<file path="src/design/nq_pkg.sv">
// ---------------------------------------------------------------------------
// nq_pkg: shared constants for the N-queens search block
// Field widths, board size limits and default settings.
// ---------------------------------------------------------------------------
package nq_pkg;

    // Queen column, one nibble per row in the placement
    localparam int COL_W          = 4;
    // Width of the column/row compare datapath (columns up to 16)
    localparam int CALC_W         = 5;
    // Solution counter
    localparam int COUNT_W        = 14;
    localparam logic [COUNT_W-1:0] COUNT_MAX = {COUNT_W{1'b1}};
    // Board size register
    localparam int SIZE_W         = 4;
    localparam int SIZE_LOW       = 4;
    localparam int SIZE_HIGH      = 12;
    localparam logic [SIZE_W-1:0] DEF_BOARD_SIZE = 4'd8;
    // Largest board the column stack holds
    localparam int DEF_MAX_BOARD  = 12;

endpackage

</file>
<file path="src/design/n_queens_backtracking_search.sv">
// ---------------------------------------------------------------------------
// n_queens_backtracking_search: resumable N-queens solver
// Depth-first search over a per-row column stack. Each request restarts or
// resumes the walk and returns the next placement, or reports exhaustion.
// ---------------------------------------------------------------------------
//
//  channel | direction | word contents (lowest bit first)
//  --------+-----------+------------------------------------------------------
//  s_      | in        | restart
//  m_      | out       | found, placement, solution_number, zero pad
//  cfg_    | in        | board_size (write clears the search)
//
//  A request is accepted, then walks the search: a scan step per column
//  tried or row backtracked, a check step per earlier row compared by the
//  single diagonal/column compare unit and a last check step to place a
//  legal column; the result word is then emitted.
//  Reset clears the search and sets board_size to 8; the stack holds no reset.
//  s_tready is low while a search runs, a result word waits in the output
//  register or a board_size write is offered; a stalled m_ side holds the
//  result word stable.
//
module n_queens_backtracking_search
    import nq_pkg::*;
#(
    parameter int MAX_BOARD = DEF_MAX_BOARD
) (
    input  logic                  aclk,
    input  logic                  aresetn,
    // request: [0] restart
    input  logic                  s_tvalid,
    output logic                  s_tready,
    input  logic [7:0]            s_tdata,
    // result: [0] found, [4*MAX_BOARD:1] placement,
    //         [4*MAX_BOARD+14:4*MAX_BOARD+1] solution_number, rest zero
    output logic                  m_tvalid,
    input  logic                  m_tready,
    output logic [((1+COL_W*MAX_BOARD+COUNT_W+7)/8)*8-1:0] m_tdata,
    // board_size write
    input  logic                  cfg_valid,
    output logic                  cfg_ready,
    input  logic [SIZE_W-1:0]     cfg_data
);

    localparam int PLACE_W = COL_W * MAX_BOARD;
    localparam int RES_W   = 1 + PLACE_W + COUNT_W;
    localparam int DATA_W  = ((RES_W + 7) / 8) * 8;
    localparam int ROW_W   = $clog2(MAX_BOARD + 1);
    localparam int IDX_W   = $clog2(MAX_BOARD);
    localparam int N_HIGH  = (SIZE_HIGH < MAX_BOARD) ? SIZE_HIGH : MAX_BOARD;

    localparam logic [1:0] ST_IDLE  = 2'd0;
    localparam logic [1:0] ST_SCAN  = 2'd1;
    localparam logic [1:0] ST_CHECK = 2'd2;
    localparam logic [1:0] ST_EMIT  = 2'd3;

    logic [1:0]           state_reg, state_next;
    logic [SIZE_W-1:0]    size_reg, size_next;
    logic [ROW_W-1:0]     row_reg, row_next;
    logic [CALC_W-1:0]    col_reg, col_next;
    logic [ROW_W-1:0]     chk_reg, chk_next;
    logic [ROW_W-1:0]     held_row_reg, held_row_next;
    logic                 exhausted_reg, exhausted_next;
    logic [COUNT_W-1:0]   count_reg, count_next;
    logic                 found_reg, found_next;
    logic                 m_valid_reg, m_valid_next;
    logic [DATA_W-1:0]    m_data_reg, m_data_next;
    logic [COL_W-1:0]     stack_reg [MAX_BOARD];

    logic [ROW_W-1:0]     n_eff;
    logic [IDX_W-1:0]     rd_idx;
    logic [COL_W-1:0]     rd_col;
    logic [CALC_W-1:0]    q_ext, row_gap, dcol;
    logic                 conflict;
    logic                 stack_we;
    logic [PLACE_W-1:0]   placement;

    // Saturate board size to the supported range
    always_comb begin
        if (int'(size_reg) < SIZE_LOW) begin
            n_eff = ROW_W'(SIZE_LOW);
        end else if (int'(size_reg) > N_HIGH) begin
            n_eff = ROW_W'(N_HIGH);
        end else begin
            n_eff = ROW_W'(size_reg);
        end
    end

    // Single stack read port: backtrack row in scan, compared row in check
    assign rd_idx = (state_reg == ST_SCAN) ? IDX_W'(row_reg - ROW_W'(1))
                                           : chk_reg[IDX_W-1:0];
    assign rd_col = stack_reg[rd_idx];

    // Shared compare unit: same column or shared diagonal
    assign q_ext    = CALC_W'(rd_col);
    assign row_gap  = CALC_W'(row_reg - chk_reg);
    assign dcol     = (q_ext > col_reg) ? (q_ext - col_reg) : (col_reg - q_ext);
    assign conflict = (q_ext == col_reg) || (dcol == row_gap);

    // Gather placement from the stack, rows beyond N read as zero
    always_comb begin
        for (int r = 0; r < MAX_BOARD; r++) begin
            placement[r*COL_W +: COL_W] = (r < int'(n_eff)) ? stack_reg[r] : '0;
        end
    end

    assign s_tready  = (state_reg == ST_IDLE) && !m_valid_reg && !cfg_valid;
    assign cfg_ready = (state_reg == ST_IDLE);
    assign m_tvalid  = m_valid_reg;
    assign m_tdata   = m_data_reg;

    // Sequencer
    always_comb begin
        state_next     = state_reg;
        size_next      = size_reg;
        row_next       = row_reg;
        col_next       = col_reg;
        chk_next       = chk_reg;
        held_row_next  = held_row_reg;
        exhausted_next = exhausted_reg;
        count_next     = count_reg;
        found_next     = found_reg;
        m_valid_next   = m_valid_reg;
        m_data_next    = m_data_reg;
        stack_we       = 1'b0;

        // Drop the result word once taken
        if (m_valid_reg && m_tready) begin
            m_valid_next = 1'b0;
        end

        case (state_reg)
            ST_IDLE: begin
                if (cfg_valid) begin
                    size_next      = cfg_data;
                    held_row_next  = '0;
                    exhausted_next = 1'b0;
                    count_next     = '0;
                end else if (s_tvalid && s_tready) begin
                    if (s_tdata[0]) begin
                        // Restart: fresh search from row 0
                        count_next = '0;
                        row_next   = '0;
                        col_next   = '0;
                        state_next = ST_SCAN;
                    end else if (exhausted_reg) begin
                        found_next = 1'b0;
                        state_next = ST_EMIT;
                    end else begin
                        // Resume: fresh search starts at row 0, column 0;
                        // otherwise a column past N forces backtrack from last row
                        row_next   = held_row_reg;
                        col_next   = (held_row_reg == '0) ? '0 : CALC_W'(n_eff);
                        state_next = ST_SCAN;
                    end
                    if (s_tdata[0]) begin
                        exhausted_next = 1'b0;
                    end
                end
            end
            ST_SCAN: begin
                if (col_reg >= CALC_W'(n_eff)) begin
                    if (row_reg == '0) begin
                        exhausted_next = 1'b1;
                        held_row_next  = '0;
                        found_next     = 1'b0;
                        state_next     = ST_EMIT;
                    end else begin
                        // Backtrack one row and try its next column
                        row_next = row_reg - ROW_W'(1);
                        col_next = CALC_W'(rd_col) + CALC_W'(1);
                    end
                end else begin
                    chk_next   = '0;
                    state_next = ST_CHECK;
                end
            end
            ST_CHECK: begin
                if (chk_reg == row_reg) begin
                    // Legal: push column, then advance a row or emit the solution
                    stack_we = 1'b1;
                    if (row_reg + ROW_W'(1) == n_eff) begin
                        held_row_next = n_eff;
                        if (count_reg != COUNT_MAX) begin
                            count_next = count_reg + COUNT_W'(1);
                        end
                        found_next = 1'b1;
                        state_next = ST_EMIT;
                    end else begin
                        row_next   = row_reg + ROW_W'(1);
                        col_next   = '0;
                        state_next = ST_SCAN;
                    end
                end else if (conflict) begin
                    col_next   = col_reg + CALC_W'(1);
                    state_next = ST_SCAN;
                end else begin
                    chk_next = chk_reg + ROW_W'(1);
                end
            end
            ST_EMIT: begin
                // Hold until the output register is free
                if (!m_valid_reg || m_tready) begin
                    m_valid_next = 1'b1;
                    m_data_next  = DATA_W'({count_reg,
                                            found_reg ? placement : {PLACE_W{1'b0}},
                                            found_reg});
                    state_next   = ST_IDLE;
                end
            end
            default: begin
                state_next = ST_IDLE;
            end
        endcase
    end

    // Control registers
    always_ff @(posedge aclk) begin
        if (!aresetn) begin
            state_reg     <= ST_IDLE;
            size_reg      <= DEF_BOARD_SIZE;
            held_row_reg  <= '0;
            exhausted_reg <= 1'b0;
            count_reg     <= '0;
            m_valid_reg   <= 1'b0;
        end else begin
            state_reg     <= state_next;
            size_reg      <= size_next;
            held_row_reg  <= held_row_next;
            exhausted_reg <= exhausted_next;
            count_reg     <= count_next;
            m_valid_reg   <= m_valid_next;
        end
    end

    // Datapath registers
    always_ff @(posedge aclk) begin
        row_reg    <= row_next;
        col_reg    <= col_next;
        chk_reg    <= chk_next;
        found_reg  <= found_next;
        m_data_reg <= m_data_next;
        if (stack_we) begin
            stack_reg[row_reg[IDX_W-1:0]] <= col_reg[COL_W-1:0];
        end
    end

endmodule
</file>
<file path="config.mk">
export PLATFORM = sky130hd
export DESIGN_NAME = n_queens_backtracking_search
export DESIGN_NICKNAME = d
export VERILOG_FILES = /design/src/design/nq_pkg.sv /design/src/design/n_queens_backtracking_search.sv
export SDC_FILE = /design/constraint.sdc
export NUM_CORES = 1
export LEC_CHECK = 0
export BUFFER_PORTS_ARGS = -buffer_cell sky130_fd_sc_hd__clkbuf_2
export CAP_MARGIN = 20
export CORE_UTILIZATION = 58
export DETAILED_ROUTE_END_ITERATION = 8
export GPL_TIMING_DRIVEN = 0
export PLACE_DENSITY = 0.83
export SYNTH_ARGS = -nofsm -noshare
export SYNTH_HDL_FRONTEND = slang
export SYNTH_SLANG_ARGS = --single-unit
</file>
<file path="constraint.sdc">
create_clock -name aclk -period 6.7 [get_ports aclk]
set_clock_uncertainty 0.05 [all_clocks]
set_input_delay 0.67 -clock aclk [delete_from_list [all_inputs] [get_ports aclk]]
set_output_delay 0.67 -clock aclk [all_outputs]
set_load 0.05 [all_outputs]
</file>
# After elaboration in Yosys (flattened, before gate mapping)

Memories as Yosys holds them, arrays and structs flattened. A register that Yosys moved wholly into a read port is not among the register bits.
Cells that the tools add are included.

Register bits: 55
Output and inout bits: 67
RAM bits: 48
Memories: 1

Equal/unequal tests: 30
Reductions and logical operators: 49
Muxes and demuxes: 74
Magnitude comparators: 16
Add/sub/neg operators: 9

Memories:

| name      | words | width | read ports | clocked after memory_dff | write ports | RTL line                           | text |
|---|---|---|---|---|---|---|---|
| stack_reg | 12    | 4     | 13         | 12                       | 1           | n_queens_backtracking_search.sv:67 | `logic [COL_W-1:0] stack_reg [MAX_BOARD];` |

Operators by type and width:

| cell                                               | count |
|---|---|
| 2-to-1 mux 14 bit                                  | 6 |
| 2-to-1 mux 4 bit                                   | 20 |
| 2-to-1 mux 5 bit                                   | 10 |
| one-hot mux 14 bit (2 select lines)                | 1 |
| AND reduction 2 bit                                | 14 |
| != test 2 bit (second input constant)              | 12 |
| one-hot mux 4 bit (3 select lines)                 | 2 |
| 2-to-1 mux 1 bit                                   | 20 |
| 2-to-1 mux 2 bit                                   | 10 |
| < comparator 3 x 4 -> 1 bit (first input constant) | 4 |
| < comparator 4 bit (first input constant)          | 4 |
| AND reduction 8 bit                                | 2 |
| one-hot mux 5 bit (3 select lines)                 | 1 |
| adder 14 x 1 -> 14 bit (second input constant)     | 1 |
| zero test 1 bit                                    | 14 |
| != test 14 bit (second input constant)             | 1 |
| != test 3 bit (second input constant)              | 4 |
| AND reduction 6 bit                                | 2 |
| AND reduction 5 bit                                | 2 |
| AND reduction 9 bit                                | 1 |
| adder 4 x 1 -> 4 bit (second input constant)       | 2 |
| == test 4 bit                                      | 2 |
| zero test 4 bit                                    | 2 |
| < comparator 1 x 4 -> 1 bit (first input constant) | 2 |
| other kinds (27)                                   | 39 |

# Longest topological paths before layout

An unclocked memory read counts as a cell.

Word-level depth: 10
Mapped depth: 17

# Worst setup path before layout

Ideal clock, no wire load.

Path type: reg-to-reg
From: register row_reg[1]
To: register col_reg[0] (enable)
Slack: 2.066 ns
Stages on the path, launching flop included: 17
Setup time: 0.374 ns
Data required time: 6.276 ns
Data arrival time: 4.210 ns
Cell sequence: edfxtp_1 inv_1 ha_1 mux2i_1 buf_2 mux4_2 a22oi_1 nand2_1 ha_1 clkbuf_1 a41oi_1 nor2b_1 a31o_2 o21ai_0 and4_1 a31oi_1 nor3_1

Cells in the longest elaborated chain, start to end: 9
Elaborated cells on any way between the ends: 19

Ends and longest elaborated chain:

| what                                              | RTL line                            | text |
|---|---|---|
| start, declared                                   | n_queens_backtracking_search.sv:58  | `logic [ROW_W-1:0] row_reg, row_next;` |
| start signal, assigned                            | n_queens_backtracking_search.sv:237 | `row_reg <= row_next;` |
| subtractor 4 x 1 -> 4 bit                         | n_queens_backtracking_search.sv:89  | `assign rd_idx = (state_reg == ST_SCAN) ? IDX_W'(row_reg - ROW_W'(1))` |
| 2-to-1 mux 4 bit                                  | n_queens_backtracking_search.sv:89  |  |
| memory (12 x 4 bit)                               | n/a                                 |  |
| subtractor 5 x 4 -> 5 bit (tied with other cells) | n_queens_backtracking_search.sv:96  | `assign dcol = (q_ext > col_reg) ? (q_ext - col_reg) : (col_reg - q_ext);` |
| 2-to-1 mux 5 bit                                  | n_queens_backtracking_search.sv:96  |  |
| == test 5 bit                                     | n_queens_backtracking_search.sv:97  | `assign conflict = (q_ext == col_reg) \|\| (dcol == row_gap);` |
| logical OR 1 bit                                  | n_queens_backtracking_search.sv:97  |  |
| != test 3 bit (no line)                           | n/a                                 |  |
| AND reduction 8 bit (no line) *                   | n/a                                 |  |
| end signal, assigned                              | n_queens_backtracking_search.sv:238 | `col_reg <= col_next;` |
| end, declared                                     | n_queens_backtracking_search.sv:59  | `logic [CALC_W-1:0] col_reg, col_next;` |

Mark *: on every way between the ends. The rest lies on a longest branch, timed or not.
A chain may end at the register's enable or synchronous reset.

# Worst setup path after layout

From: register row_reg[1]
To: register col_reg[1] (enable)

The elaborated chain is that of the path after synthesis.

==> metrics.cfg <==
[synthesis]
synth_mux_area_share_pct = 4.99
ys_seq_area_share_pct = 57.2
synthAdderAreaFrac_pct = 5.50
ys_ff_latch = 151
yosysUniqueCellTypes = 64
synth_top_family_by_area = simple AND/OR/NAND/NOR gates
synthFlopType = edfxtp_1
synth-compound-area-share_pct = 8.09
synth_xor_area_share_pct = 3.74
synth-simple-area-share_pct = 17.6
synth_edf_count = 125
syn_nets = 664
syn-instance-count = 616
postSynthAreaPerCell_um2 = 12.1
synth_area_um2 = 7470
synthArstFlopShare_pct = 0
ys.warnings.count = 0

[critical_path]
criticalPathCategory = reg2reg
critPathBufInv = 3
cp_max_fo = 11
arrival_ps = 5900
cp_slowest_cell = nor3_1
worst_ep_required_time_ps = 6690
path_delay_family = compound AO/OA/AOI/OAI gates
end_kind = flip-flop
start_kind = flip-flop
cp_common_cell = ha_1
crit_chain = inv_1 > ha_1 > mux2i_1 > buf_2 > mux4_2 > a22oi_1 > nand2_1 > ha_1 > clkbuf_1 > a41oi_1 > nor2b_1 > a31o_2 > o21ai_0 > and4_1 > a31oi_1 > nor3_1
max_stage_delay_ps = 710

[timing]
slew_headroom_pct = 37.6
max_freq_ghz = 0.169
hold_viol = 0
fin_tns_setup_ps = 0
fin_crit_ps = 5910
worst_pin_slew_ps = 924
min_period_over_period_pct = 88.2
setup_viol = 0
drv_slew = 0
rsz0062_at_grt = false

[floorplan]
fp.coreArea_um2 = 12600
initial_utilization_pct = 59.4
row_count = 41
fp.dieH_um = 115
dieWidth_um = 115
io_pins = 84
die-area_um2 = 13300

[detailed_routing]
ant_nets = 0
post_drt_wl_per_cell_um = 17.7
dr.pass1.iters = 6
via_count = 5270
routed_wl_mm = 15.8
first_iter_violations = 602
viasPerCell = 5.89
post-route-drc-count = 0

[global_route]
antenna_found_initial = 0
gr-usage-met2_pct = 42.3
top_usage_layer = met2
grt_pass1_wl_mm = 25.1
use_met1_pct = 32.0
grt_pass1_vias = 4985
overflow = 0
grt_util_met3_pct = 5.60
grt_start_max_net_pins = 43
grt_util_all_layers_pct = 25.3

[flow_run]
cap_violations = 0

[worst_hold_path]
min_path_type = in2reg

[place]
gp_congestion = 0.872
dp.final_hpwl_mm = 11.7
numPortBuffers = 75
post-place-cells = 864

[pwr]
power.leakage_nw = 3.16
p_sw_mw = 1.78
intPower_mw = 2.47
ir_drop_mv = 0.274
powerDensity_nw_per_um2 = 495
p_comb_share_pct = 50.3
pwr-share-seq_pct = 30.7
clkPwrFrac_pct = 19.0
p_sw_share_pct = 41.8

[cts]
clockRootBuffer = clkbuf_16
hold_buffers = 0
clk_latency_ps = 420
clock-sinks = 151
cts_setup_buffers = 0
cts_tree = done
clkSlewWorstSetupHoldPaths_ps = 60
htreeDepth = 4
numCtsBuffers = 17
cts-resized-gates = 0
cts_buffer_depth = 2

[layout]
largest_reg_flops = 63
diodes = 0
fillCellCount = 865
final_common_cell = edfxtp_1
final_cell_mix = edfxtp_1, clkbuf_2, and2_1
area_growth_pct = 14.9
finalNonFillerCells = 894
nets = 759
layout-drive-gt1-share_pct = 19.1

[run_status]
status = finished clean

[worst paths after layout]
kind         cells past startpoint          end  slack [ps]    startpoint
min                              3  size_reg[1]         440   cfg_data[1]
min reg2reg                      0  m_tdata[58]         440  count_reg[9]
max                             16   col_reg[1]         790    row_reg[1]
max reg2reg                     16   col_reg[1]         790    row_reg[1]
[per-layer routing]
layer  wire [µm]  vias up
met5           0        -
met4         344        0
met3        1160       34
met2        7860      273
met1        6420     2506
li1            -     2457
[power groups by stage]
stage	clock network (mW)	logic, mW	registers (mW)
final	0.808	2.14	1.31
after global routing	0.854	2.35	1.32
after CTS	0.814	2.11	1.30
after detailed placement	0	2.08	1.32
after global placement	0	2.01	1.32
after floorplan	0	1.56	1.35
[cells by family (layout without fill, tap and decap cells)]
family | after synthesis | in the layout
muxes | 22 | 22
buffers and inverters | 51 | 157
AOI/OAI and AO/OA | 89 | 89
DFF | 151 | 151
and+or+nand+nor | 240 | 240
xor gates and xnor gates | 31 | 31
other | 1 | 1
adders and majority gates | 31 | 31
[final cells by class]
| class | instances | area, µm² | area share [%] |
|---|---|---|---|
| Sequential cell | 151 | 4270 | 49.8 |
| Clock buffer | 20 | 437 | 5.09 |
| Clock inverter | 10 | 60.1 | 0.700 |
| Timing Repair Buffer | 76 | 395 | 4.61 |
| Multi-Input combinational cell | 414 | 3000 | 34.9 |
| Inverter | 26 | 97.6 | 1.14 |
| Buffer | 25 | 108 | 1.25 |
| Tap cell | 172 | 215 | 2.51 |
[worst reg2reg max path, delay by kind of cell (launching register included)]
kind,cells,cell delay [ps]
compound gates,5,1310
simple gates,4,1240
flops,1,590
fa+ha+maj,2,720
mux,2,900
buf+inv,3,730
[Yosys cell counts, drive strengths merged (3+ instances only)]
library cell    n  area (µm²)
a21boi          4        30.0
a21oi          21         105
a22oi           5        37.5
a31o            4        35.0
a31oi           5        46.3
and2           51         319
and3           15        93.8
and4            4        35.0
buf             8        43.8
clkbuf         17        63.8
dfxtp          26         521
edfxtp        125        3750
fa              3        60.1
ha             28         350
inv            26        97.6
mux2i           8        80.1
mux4           12         270
nand2          45         169
nand2b          9        56.3
nand3          22         110
nand4           9        56.3
nor2           38         143
nor2b          13        81.3
nor3            6        30.0
nor3b           3        22.5
nor4            5        50.1
nor4b           4        41.3
o21ai          20         100
o31a            3        26.3
o31ai           4        30.0
or2             4        25.0
or3             6        37.5
xnor2          21         184
xor2           10        95.1
[stage by stage]
stage / hold slack (ps) / total power, mW / utilization (%) / instance area, µm² / setup WS (ps)
3_3_place_gp: 416 / 3.33 / 64.1 / 8060 / 1070
2_1_floorplan: 394 / 2.91 / - / 7470 / 2070
6_report: 441 / 4.25 / 68.3 / 8580 / 789
3_5_place_dp: 424 / 3.40 / 64.3 / 8090 / 902
4_1_cts: 436 / 4.23 / 68.3 / 8580 / 877
5_1_grt: 461 / 4.52 / 68.3 / 8580 / 367
Note: power is estimated with default switching activity, not from simulation.
